### config.mk
export PLATFORM = sky130hd
export DESIGN_NAME = dtmf_dual_tone_generator
export DESIGN_NICKNAME = d
export VERILOG_FILES = /design/src/hdl/dtmf_pkg.sv /design/src/hdl/dtmf_sine_scale.sv /design/src/hdl/dtmf_phase_ctrl.sv /design/src/hdl/dtmf_tone_synth.sv /design/src/hdl/dtmf_dual_tone_generator.sv
export SDC_FILE = /design/constraint.sdc
export NUM_CORES = 2
export LEC_CHECK = 0
export ABC_AREA = 1
export BUFFER_PORTS_ARGS = -buffer_cell sky130_fd_sc_hd__buf_2
export CAP_MARGIN = 20
export CORE_AREA = 8 8 246 248
export CTS_CLUSTER_DIAMETER = 80
export CTS_CLUSTER_SIZE = 8
export DETAILED_ROUTE_END_ITERATION = 10
export DIE_AREA = 0 0 254 256
export PLACE_DENSITY = 0.77
export SETUP_SLACK_MARGIN = 0.02
export SLEW_MARGIN = 10
export SYNTH_ARGS = -nofsm -noshare
export SYNTH_HDL_FRONTEND = slang
export SYNTH_SLANG_ARGS = --single-unit
### constraint.sdc
create_clock -name clk -period 18.7 [get_ports clk]
set_input_delay 0.935 -clock clk [delete_from_list [all_inputs] [get_ports clk]]
set_output_delay 0.935 -clock clk [all_outputs]
set_load 0.1 [all_outputs]
### src/hdl/dtmf_pkg.sv
// Shared types, constants and constant tables for the DTMF tone generator.
// The quarter-wave sine table and the phase increments are built at elaboration.
// No dependencies.
package dtmf_pkg;

  localparam int SAMPLE_RATE_HZ   = 44100;
  localparam int BURST_SAMPLES    = 4096;
  localparam int SINE_TABLE_DEPTH = 1024;

  localparam int AMP_W    = 14;
  localparam int PHASE_W  = 32;
  localparam int COUNT_W  = 16;
  localparam int SAMPLE_W = 16;
  localparam int KEY_W    = 4;
  localparam int MAG_W    = 15;

  localparam logic [AMP_W-1:0]   AMP_RESET  = AMP_W'(8000);
  localparam logic [COUNT_W-1:0] BURST_LAST = COUNT_W'(BURST_SAMPLES - 1);

  // Table index width, and the quarter wave that the table actually stores.
  localparam int IDX_W  = $clog2(SINE_TABLE_DEPTH);
  localparam int QDEPTH = SINE_TABLE_DEPTH / 4;
  localparam int QIDX_W = IDX_W - 2;
  localparam int QPOS_W = QIDX_W + 1;
  localparam logic [QPOS_W-1:0] QPOS_PEAK = QPOS_W'(QDEPTH);

  localparam logic [63:0] HALF_PI_Q30 = 64'd1686629713;

  typedef struct packed {
    logic             start_req;
    logic [KEY_W-1:0] key;
  } dtmf_in_t;

  typedef struct packed {
    logic signed [SAMPLE_W-1:0] sample;
    logic                       last;
  } dtmf_out_t;

  // Operands of one item handed from the phase stage to the synthesis stage.
  typedef struct packed {
    logic [PHASE_W-1:0] row_phase;
    logic [PHASE_W-1:0] column_phase;
    logic               active;
    logic               last;
  } dtmf_op_t;

  typedef logic [MAG_W-1:0]   qsine_table_t [QDEPTH];
  typedef logic [PHASE_W-1:0] inc_table_t [4];

  // Rounded phase increment for a tone of freq_hz.
  function automatic logic [PHASE_W-1:0] phase_inc(input int freq_hz);
    logic [63:0] num;
    logic [63:0] q;
    num = (64'(freq_hz) << 32) + 64'(SAMPLE_RATE_HZ / 2);
    q   = num / 64'(SAMPLE_RATE_HZ);
    return q[PHASE_W-1:0];
  endfunction

  // Magnitude of the sine at quarter-wave position j, in Q0.15, built from a
  // Taylor series in Q30 and rounded to nearest with the top saturated.
  function automatic logic [MAG_W-1:0] quarter_sine(input int j);
    logic [63:0]        a;
    logic [63:0]        a2;
    logic [63:0]        term;
    logic signed [63:0] sum;
    logic [63:0]        v;
    a    = (64'(j) * 64'd4 * HALF_PI_Q30) / 64'(SINE_TABLE_DEPTH);
    a2   = (a * a) >> 30;
    term = a;
    sum  = $signed(a);
    term = ((term * a2) >> 30) / 64'd6;
    sum  = sum - $signed(term);
    term = ((term * a2) >> 30) / 64'd20;
    sum  = sum + $signed(term);
    term = ((term * a2) >> 30) / 64'd42;
    sum  = sum - $signed(term);
    term = ((term * a2) >> 30) / 64'd72;
    sum  = sum + $signed(term);
    term = ((term * a2) >> 30) / 64'd110;
    sum  = sum - $signed(term);
    term = ((term * a2) >> 30) / 64'd156;
    sum  = sum + $signed(term);
    term = ((term * a2) >> 30) / 64'd210;
    sum  = sum - $signed(term);
    if (sum < 0) begin
      sum = '0;
    end
    v = ($unsigned(sum) + 64'd16384) >> 15;
    if (v > 64'd32767) begin
      v = 64'd32767;
    end
    return v[MAG_W-1:0];
  endfunction

  function automatic qsine_table_t build_qsine();
    qsine_table_t t;
    for (int j = 0; j < QDEPTH; j++) begin
      t[j] = quarter_sine(j);
    end
    return t;
  endfunction

  localparam qsine_table_t    QSINE_TABLE = build_qsine();
  localparam logic [MAG_W-1:0] QSINE_PEAK = quarter_sine(QDEPTH);

  // Low group selected by the key row, high group by the key column.
  localparam inc_table_t ROW_INC = '{phase_inc(697), phase_inc(770),
                                     phase_inc(852), phase_inc(941)};
  localparam inc_table_t COL_INC = '{phase_inc(1209), phase_inc(1336),
                                     phase_inc(1477), phase_inc(1633)};

endpackage

### src/hdl/dtmf_sine_scale.sv
// One sine component: quarter-wave table lookup scaled by the amplitude.
// Purely combinational. Depends on dtmf_pkg.
module dtmf_sine_scale (
  input  logic [dtmf_pkg::PHASE_W-1:0]         phase,
  input  logic [dtmf_pkg::AMP_W-1:0]           amplitude,
  output logic signed [dtmf_pkg::SAMPLE_W-1:0] scaled
);
  import dtmf_pkg::*;

  localparam int PROD_W = AMP_W + 1 + MAG_W + 1;

  logic [IDX_W-1:0]         idx;
  logic [1:0]               quad;
  logic [QPOS_W-1:0]        qpos;
  logic [MAG_W-1:0]         mag;
  logic signed [MAG_W:0]    sine;
  logic signed [PROD_W-1:0] product;

  always_comb begin
    idx  = phase[PHASE_W-1 -: IDX_W];
    quad = idx[IDX_W-1 -: 2];
    // Odd quadrants run the quarter wave backwards.
    if (quad[0]) begin
      qpos = QPOS_PEAK - {1'b0, idx[QIDX_W-1:0]};
    end else begin
      qpos = {1'b0, idx[QIDX_W-1:0]};
    end
    if (qpos == QPOS_PEAK) begin
      mag = QSINE_PEAK;
    end else begin
      mag = QSINE_TABLE[qpos[QIDX_W-1:0]];
    end
    if (quad[1]) begin
      sine = -$signed({1'b0, mag});
    end else begin
      sine = $signed({1'b0, mag});
    end
    // The arithmetic shift floors negative products as required.
    product = $signed({1'b0, amplitude}) * sine;
    scaled  = product[MAG_W +: SAMPLE_W];
  end

endmodule

### src/hdl/dtmf_phase_ctrl.sv
// Burst control and the two phase accumulators; registers each item's operands.
// Depends on dtmf_pkg.
module dtmf_phase_ctrl (
  input  logic               clk,
  input  logic               rst,
  input  logic               in_valid,
  output logic               in_ready,
  input  dtmf_pkg::dtmf_in_t in_data,
  output logic               op_valid,
  input  logic               op_ready,
  output dtmf_pkg::dtmf_op_t op
);
  import dtmf_pkg::*;

  logic [PHASE_W-1:0] row_phase;
  logic [PHASE_W-1:0] column_phase;
  logic [KEY_W-1:0]   held_key;
  logic [COUNT_W-1:0] sample_count;
  logic               burst_active;

  logic               in_accept;
  logic               start;
  logic               active;
  logic [KEY_W-1:0]   key_sel;
  logic [COUNT_W-1:0] count_sel;
  dtmf_op_t           op_next;

  assign in_ready  = !op_valid || op_ready;
  assign in_accept = in_valid && in_ready;

  always_comb begin
    start  = in_data.start_req;
    active = start || burst_active;
    if (start) begin
      key_sel              = in_data.key;
      count_sel            = '0;
      op_next.row_phase    = '0;
      op_next.column_phase = '0;
    end else begin
      key_sel              = held_key;
      count_sel            = sample_count;
      op_next.row_phase    = row_phase;
      op_next.column_phase = column_phase;
    end
    op_next.active = active;
    op_next.last   = active && (count_sel >= BURST_LAST);
  end

  always_ff @(posedge clk) begin
    if (rst) begin
      row_phase    <= '0;
      column_phase <= '0;
      held_key     <= '0;
      sample_count <= '0;
      burst_active <= 1'b0;
      op_valid     <= 1'b0;
    end else begin
      if (in_accept) begin
        op_valid <= 1'b1;
        if (active) begin
          row_phase    <= op_next.row_phase + ROW_INC[key_sel[KEY_W-1 -: 2]];
          column_phase <= op_next.column_phase + COL_INC[key_sel[1:0]];
          held_key     <= key_sel;
          sample_count <= count_sel + COUNT_W'(1);
          burst_active <= !op_next.last;
        end
      end else if (op_ready) begin
        op_valid <= 1'b0;
      end
    end
  end

  always_ff @(posedge clk) begin
    if (in_accept) begin
      op <= op_next;
    end
  end

endmodule

### src/hdl/dtmf_tone_synth.sv
// Sums the row and column sine components and holds the result register.
// Depends on dtmf_pkg and dtmf_sine_scale.
module dtmf_tone_synth (
  input  logic                        clk,
  input  logic                        rst,
  input  logic [dtmf_pkg::AMP_W-1:0]  amplitude,
  input  logic                        op_valid,
  output logic                        op_ready,
  input  dtmf_pkg::dtmf_op_t          op,
  output logic                        out_valid,
  input  logic                        out_ready,
  output dtmf_pkg::dtmf_out_t         out_data
);
  import dtmf_pkg::*;

  logic signed [SAMPLE_W-1:0] row_scaled;
  logic signed [SAMPLE_W-1:0] col_scaled;
  logic signed [SAMPLE_W-1:0] tone_sum;
  logic                       op_accept;

  dtmf_sine_scale u_row (
    .phase     (op.row_phase),
    .amplitude (amplitude),
    .scaled    (row_scaled)
  );

  dtmf_sine_scale u_col (
    .phase     (op.column_phase),
    .amplitude (amplitude),
    .scaled    (col_scaled)
  );

  // Each component stays within the amplitude, so the sum cannot overflow.
  assign tone_sum  = row_scaled + col_scaled;
  assign op_ready  = !out_valid || out_ready;
  assign op_accept = op_valid && op_ready;

  always_ff @(posedge clk) begin
    if (rst) begin
      out_valid <= 1'b0;
    end else if (op_accept) begin
      out_valid <= 1'b1;
    end else if (out_ready) begin
      out_valid <= 1'b0;
    end
  end

  always_ff @(posedge clk) begin
    if (op_accept) begin
      out_data.sample <= op.active ? tone_sum : '0;
      out_data.last   <= op.last;
    end
  end

endmodule

### src/hdl/dtmf_dual_tone_generator.sv
// Top level of the DTMF dual-tone burst generator.
// Depends on dtmf_pkg, dtmf_phase_ctrl and dtmf_tone_synth.
//
// Usage:
//   Each item on the input channel (in_valid/in_ready/in_data) is one sample
//   tick. An item with start_req set latches key and starts a burst of
//   BURST_SAMPLES samples from zero phase; a start during a burst restarts it.
//   Every input item yields exactly one output item (out_valid/out_ready/
//   out_data): the sum of the row and column tones, or zero outside a burst,
//   with last set on the final sample of the burst.
//   The configuration channel (cfg_valid/cfg_ready/cfg_data) writes the
//   amplitude of each sine component; it is always ready.
//   The item enters the phase register when it is accepted and the result
//   register after that, once the result register is free. One item is taken
//   every cycle while the receiver keeps out_ready high; the lookup, the two
//   multiplies and the add sit between those registers.
//   Reset clears the phases, the sample counter and both pipeline registers,
//   and sets the amplitude to 8000.
//   When the receiver stalls, the result is held; the phase register still
//   takes one more item if it is empty, then in_ready falls until out_ready returns.
module dtmf_dual_tone_generator (
  input  logic                       clk,
  input  logic                       rst,
  input  logic                       in_valid,
  output logic                       in_ready,
  input  dtmf_pkg::dtmf_in_t         in_data,
  output logic                       out_valid,
  input  logic                       out_ready,
  output dtmf_pkg::dtmf_out_t        out_data,
  input  logic                       cfg_valid,
  output logic                       cfg_ready,
  input  logic [dtmf_pkg::AMP_W-1:0] cfg_data
);
  import dtmf_pkg::*;

  logic [AMP_W-1:0] amplitude;
  logic             op_valid;
  logic             op_ready;
  dtmf_op_t         op;

  assign cfg_ready = 1'b1;

  always_ff @(posedge clk) begin
    if (rst) begin
      amplitude <= AMP_RESET;
    end else if (cfg_valid && cfg_ready) begin
      amplitude <= cfg_data;
    end
  end

  dtmf_phase_ctrl u_phase_ctrl (
    .clk      (clk),
    .rst      (rst),
    .in_valid (in_valid),
    .in_ready (in_ready),
    .in_data  (in_data),
    .op_valid (op_valid),
    .op_ready (op_ready),
    .op       (op)
  );

  dtmf_tone_synth u_tone_synth (
    .clk       (clk),
    .rst       (rst),
    .amplitude (amplitude),
    .op_valid  (op_valid),
    .op_ready  (op_ready),
    .op        (op),
    .out_valid (out_valid),
    .out_ready (out_ready),
    .out_data  (out_data)
  );

endmodule

# Word-level counts from Yosys, hierarchy flattened
# Memories as Yosys holds them, arrays and structs flattened.
# Index checks and enable logic that the tools add are counted.
dict set report word_totals {
  regBits 184
  memories 2
  elab_cells 72
  input_bits 24
  mem_bits_ro 7680
  out_inout_bits 20
  ram_bits 0
  latch_bits 0
}
# name words word_bits read_ports rd_ports_with_merged_regs wr line
set memory_table {}
lappend memory_table {{(no name shown)} 256 15 1 0 0 dtmf_sine_scale.sv:31} ;# mag = QSINE_TABLE[qpos[QIDX_W-1:0]];
lappend memory_table {{(no name shown)} 256 15 1 0 0 dtmf_sine_scale.sv:31}
dict set report op_classes {
  reduce_logical 12
  mul 2
  div 0
  muxes 23
  bitwise_logic 4
  n_shift 0
  eq_ne 2
  addsub 8
  n_lt_le_gt_ge 5
}
# op n
set ops {}
lappend ops {{$bmux W32 S2} 2}
lappend ops {{$mux W32} 4}
lappend ops {{$mux W15} 6}
lappend ops {{$add A32 B32 Y32} 2}
lappend ops {{$mux W64} 1}
lappend ops {{$mul A15 B16 Y31} 2}
lappend ops {{$mux W16} 3}
lappend ops {{$neg A15 Y16} 2}
lappend ops {{$eq A9 B9 Y1 const B} 2}
lappend ops {{$ge A9 B9 Y1 const B} 2}
lappend ops {{$mux W9} 2}
lappend ops {{$not A8 Y9} 2}
lappend ops {{$sub A9 B8 Y9 const A} 2}
lappend ops {{$add A16 B1 Y16 const B} 1}
lappend ops {{$add A16 B16 Y16} 1}
lappend ops {{$ge A16 B12 Y1 const B} 1}
lappend ops {{$ge A3 B3 Y1 const B} 2}
lappend ops {{$not A2 Y3} 2}
lappend ops {{$mux W1} 4}
lappend ops {{$mux W4} 1}
lappend ops {{$reduce_bool A2 Y1} 2}
lappend ops {{$logic_and A1 B1 Y1} 3}
lappend ops {{$logic_not A1 Y1} 3}
lappend ops {{$logic_or A1 B1 Y1} 3}
lappend ops {{$reduce_and A2 Y1} 1}

# Longest topological paths before layout
dict set report logic_depth {
  ltp_word 11
  ltp_mapped 70
}

# Hierarchy
# A second synthesis with hierarchy kept.
dict set report hier_totals {
  cells_unflattened 5611
  area_unflattened_um2 37912.6
}
# mod cells_each area_each_um2 instances
set by_module_without_submodules {}
lappend by_module_without_submodules {{dtmf_sine_scale (u_tone_synth.u_col)} 1956 13016.2 1}
lappend by_module_without_submodules {{dtmf_sine_scale (u_tone_synth.u_row)} 1944 12868.6 1}
lappend by_module_without_submodules {dtmf_phase_ctrl 1411 9919.5 1}
lappend by_module_without_submodules {dtmf_tone_synth 221 1554.0 1}
lappend by_module_without_submodules {dtmf_dual_tone_generator 79 554.3 1}

# Least setup slack after synthesis
# Ideal clock, no wire load.
dict set report synth_path {
  path_type {register to register}
  start {register u_phase_ctrl.op[56] (netlist name)}
  end {register u_tone_synth.out_data[13] (netlist name)}
  synth_period_minus_slack_ps 10410
  setup_slack_ps 8290
  setup_ps 260
  required_time_ps 18440
  path_buffers 1
  path_stages_with_launch 66
  arrival_ps 10150
  cell_sequence {edfxtp_1 inv_2 ha_1 nand2_1 o21ai_1 ha_1 nand2_1 nand2_1 nand2_1 nand2_1 nand2_1 nand2_1 nand2_1 nand2_1 nand2_1 nand3_1 nand2_1 buf_1 [... 30 more ...] nor2_1 nor2_1 nor2_1 nor2_1 o21bai_1 nand2_1 inv_1 nor2_1 o21ai_0 and2_1 o21ai_0 nand2_1 nand2_1 inv_1 o21ai_0 nand2_1 o21ai_0 a21oi_1}
}
dict set report synth_via {
  elab_chain_len 11
  elab_cells_between_ends 12
  classes_between {add/sub: 3; mul: 1; eq/ne: 1; mux: 5; bitwise: 1; memory: 1}
}
# element line
set synth_lines {}
lappend synth_lines {{$sub A9 B8 Y9} dtmf_sine_scale.sv:24} ;# qpos = QPOS_PEAK - {1'b0, idx[QIDX_W-1:0]};
lappend synth_lines {{$mux W9 *} dtmf_sine_scale.sv:23} ;# if (quad[0]) begin
lappend synth_lines {{$not A8 Y9 (implied by the code)} dtmf_sine_scale.sv:31}
lappend synth_lines {{$mem_v2 Z256 W15} n/a}
lappend synth_lines {{$mux W15 (implied by the code) (2 in series)} dtmf_sine_scale.sv:31}
lappend synth_lines {{$mux W15 *} dtmf_sine_scale.sv:28} ;# if (qpos == QPOS_PEAK) begin
lappend synth_lines {{$neg A15 Y16} dtmf_sine_scale.sv:34} ;# sine = -$signed({1'b0, mag});
lappend synth_lines {{$mux W16 *} dtmf_sine_scale.sv:33} ;# if (quad[1]) begin
lappend synth_lines {{$mul A15 B16 Y31 *} dtmf_sine_scale.sv:39} ;# product = $signed({1'b0, amplitude}) * sine;
lappend synth_lines {{$add A16 B16 Y16 *} dtmf_tone_synth.sv:34} ;# assign tone_sum = row_scaled + col_scaled;
# Every way passes the cells marked *; elsewhere a longest branch is shown, timed or not. The select of a mux whose other input is x is not followed.
# A chain may end at the register's enable or synchronous reset.

# Final worst setup path
dict set report layout_path {
  start {register u_phase_ctrl.op[56] (netlist name)}
  end {register u_tone_synth.out_data[13] (netlist name)}
}
dict set report layout_via {
  elab_chain_len 11
  elab_cells_between_ends 12
  classes_between {add/sub: 3; mul: 1; eq/ne: 1; mux: 5; bitwise: 1; memory: 1}
}
# element line
set layout_lines {}
lappend layout_lines {{$sub A9 B8 Y9} dtmf_sine_scale.sv:24}
lappend layout_lines {{$mux W9 *} dtmf_sine_scale.sv:23}
lappend layout_lines {{$not A8 Y9 (implied by the code)} dtmf_sine_scale.sv:31}
lappend layout_lines {{$mem_v2 Z256 W15} n/a}
lappend layout_lines {{$mux W15 (implied by the code) (2 in series)} dtmf_sine_scale.sv:31}
lappend layout_lines {{$mux W15 *} dtmf_sine_scale.sv:28}
lappend layout_lines {{$neg A15 Y16} dtmf_sine_scale.sv:34}
lappend layout_lines {{$mux W16 *} dtmf_sine_scale.sv:33}
lappend layout_lines {{$mul A15 B16 Y31 *} dtmf_sine_scale.sv:39}
lappend layout_lines {{$add A16 B16 Y16 *} dtmf_tone_synth.sv:34}
# Marked as above.

==> results_dict.tcl <==
set metrics [dict create \
    synth_common_cells "nand2_1, inv_1, nor2_1" \
    initial_core_util_pct 60.0 \
    crit_path_max_fanout 33 \
    cts_tree "built" \
    finalInstanceArea_um2 35200 \
    period_share_pct 68.5 \
    worstSetupPathType "reg2reg" \
    dpl_cell_area_um2 34600 \
    fmax_ghz 0.0781 \
    grt_start_max_net_pins 74 \
    dominantRegCellSynth "dfxtp_1" \
    dieArea_um2 65000 \
    yosys.area.top_type "fa_1" \
    vias_per_cell 6.08 \
    cpMaxStageDelayCell "nand2_2" \
    fin_worst_skew_ns 0.0228 \
    ctsHoldBuffers 0 \
    worst_pin_slew_ns 0.938 \
    hpwl_mm 93.3 \
    fp.coreArea_um2 56800 \
    routed_wl_mm 121 \
    routedWlPerCell_um 21.2 \
    cp_data_required_time_ns 18.93 \
    port_buffers 42 \
    grt_pass1_vias 34000 \
    path_common_cell "inv_1" \
    placedCellCount 5657 \
    yosys.area.top_type_share_pct 25.7 \
    cts_buffers 17 \
    slew_headroom_pct 37.4 \
    first_iter_violations 4356 \
    rsz0062_at_grt "no" \
    pin_count 44 \
    cts.sink_count 140 \
    postCtsSetupBuffers 0 \
    h-tree-depth 4 \
    vias 34600 \
    final_cells 5690 \
    slew_violations 0 \
    end_kind "flip-flop" \
    clockBufferDepth 2 \
    synthesis.instances 4996 \
    ys_warn_count 0 \
    synth_area_um2 34100 \
    yosysMostFrequentCell "nand2_1" \
    worst_setup_path_start_kind "flip-flop" \
    synth_edf_count 39 \
    max_stage_delay_ns 0.65 \
    netlist_top_cells_area "fa_1, nand2_1, inv_1, ha_1, nor2_1" \
    hp-class "reg2reg" \
    area_growth_pct 3.40 \
    fp.dieH_um 256 \
    place.gp.congestion 1.07 \
    synth-seq-cells 140 \
    route.detailed.drc 0 \
    rows 88 \
    nNetsFinal 5626 \
    ys_types 69 \
    drv_cap 0 \
    overflow 0 \
    hold_violations 0 \
    setup_viol 0 \
    antenna_left 0 \
    worstSkewPairLatency_ns 0.50 \
    cts-root-buf "clkbuf_16" \
    grt_first_pass_wirelength_mm 191 \
    die_w_um 254 \
    nFillCells 5318 \
    avgSynthCellArea_um2 6.82 \
    dr.pass1.iters 8 \
    fin_crit_ns 12.81 \
    synthArstFlopShare_pct 0 \
    tns_ns 0 \
    drive_gt1_share_pct 5.28 \
    yosysSeqAreaShare_pct 9.37 \
    status "finished clean" \
    critPathArrivalTime_ns 13.04 \
    antenna_found_initial 4 \
    ctsResizeCount 0 \
    track_usage_pct 37.3 \
    syn-num-nets 5711 \
    path_clk_slew_ns 0.07 \
]
## sequential cells by signal (all words and copies together), names as in the netlist
signal	cells
amplitude	14
u_phase_ctrl.burst_active	1
u_phase_ctrl.column_phase	32
u_phase_ctrl.held_key	4
u_phase_ctrl.op	22
u_phase_ctrl.op_valid	1
u_phase_ctrl.row_phase	32
u_phase_ctrl.sample_count	16
u_tone_synth.out_data	17
u_tone_synth.out_valid	1
## stage by stage
stage | util (%) | hold slack, ns | setup WS [ns]
floorplan | - | 0.400 | 8.29
global placement | 60.9 | 0.415 | 6.45
detailed placement | 61.0 | 0.414 | 6.16
CTS | 62.0 | 0.428 | 6.16
global route | 62.0 | 0.431 | 4.90
finish | 62.0 | 0.425 | 5.89
## worst max-delay path: cells and delay by family, from the launching register on
family / cells / cell delay [ns]
compound gates: 12 / 2.20
xor+xnor: 1 / 0.12
fa+ha+maj: 12 / 5.13
buf+inv: 10 / 0.80
flops: 1 / 0.59
simple gates: 23 / 3.69
## cell usage in the layout, fill, tap and decap left out, types with 14 or more instances in the layout
cell type / netlist / routed
nand2_1: 1047 / 1046
inv_1: 882 / 882
nor2_1: 541 / 541
fa_1: 437 / 437
a21oi_1: 350 / 349
nand3_1: 300 / 300
o21ai_0: 269 / 269
ha_1: 254 / 254
dfxtp_1: 101 / 101
xor2_1: 59 / 58
inv_2: 53 / 53
o21ai_1: 47 / 47
buf_2: 46 / 42
nor3_1: 40 / 40
edfxtp_1: 39 / 39
buf_4: 19 / 36
nand4_1: 35 / 35
nand2_2: 33 / 33
a31oi_1: 33 / 33
xnor2_1: 29 / 29
o211ai_1: 27 / 27
o21a_1: 22 / 22
o221ai_1: 19 / 19
clkbuf_16: 0 / 17
o31ai_1: 15 / 15
o2111ai_1: 14 / 14
## layer usage
layer	track usage, %	part of all wire [%]	up-vias
li1	-	-	15700
met3	9.70	12	495
met2	54.1	42	2236
met1	51.5	41	16200
met5	0	0.019	-
met4	17.3	5.2	4
## logic make-up (layout without fill, tap and decap cells)
group	count (synthesis)	in the layout	share of synthesized area, %
XOR/XNOR	89	89	2.34
flip-flops	140	140	9.37
buffers and inverters	1122	1050	13.1
other	1	2	0.0110
AO/OA/AOI/OAI	888	888	14.9
AND/OR/NAND/NOR	2065	2065	25.3
adder cells (fa/ha/maj)	691	691	35.0
## path summary, 6_finish.rpt
kind | depth (start not counted) | slack (ns) | startpoint | to
worst max-delay path | 58 | 5.89 | u_phase_ctrl.op[56] | u_tone_synth.out_data[13]
worst max register to register | 58 | 5.89 | u_phase_ctrl.op[56] | u_tone_synth.out_data[13]
worst min-delay path | 0 | 0.43 | u_phase_ctrl.op[0] | u_tone_synth.out_data[0]
worst min register to register | 0 | 0.43 | u_phase_ctrl.op[0] | u_tone_synth.out_data[0]
## cell type report
cell class              count  area, µm²  share of cell area, %
clock buffers              18        439                   1.25
flip-flops and latches    140       3190                   9.06
clock inverters            14        146                  0.415
repair buffers             80        519                   1.47
multi-input cells        3734      26500                   75.1
well taps                 765        957                   2.72
diodes                      1       2.50                0.00710
inverters                 938       3520                   10.0
Power is not shown: default switching activity piles up to over one toggle a cycle in this logic, so the estimate is an artifact.
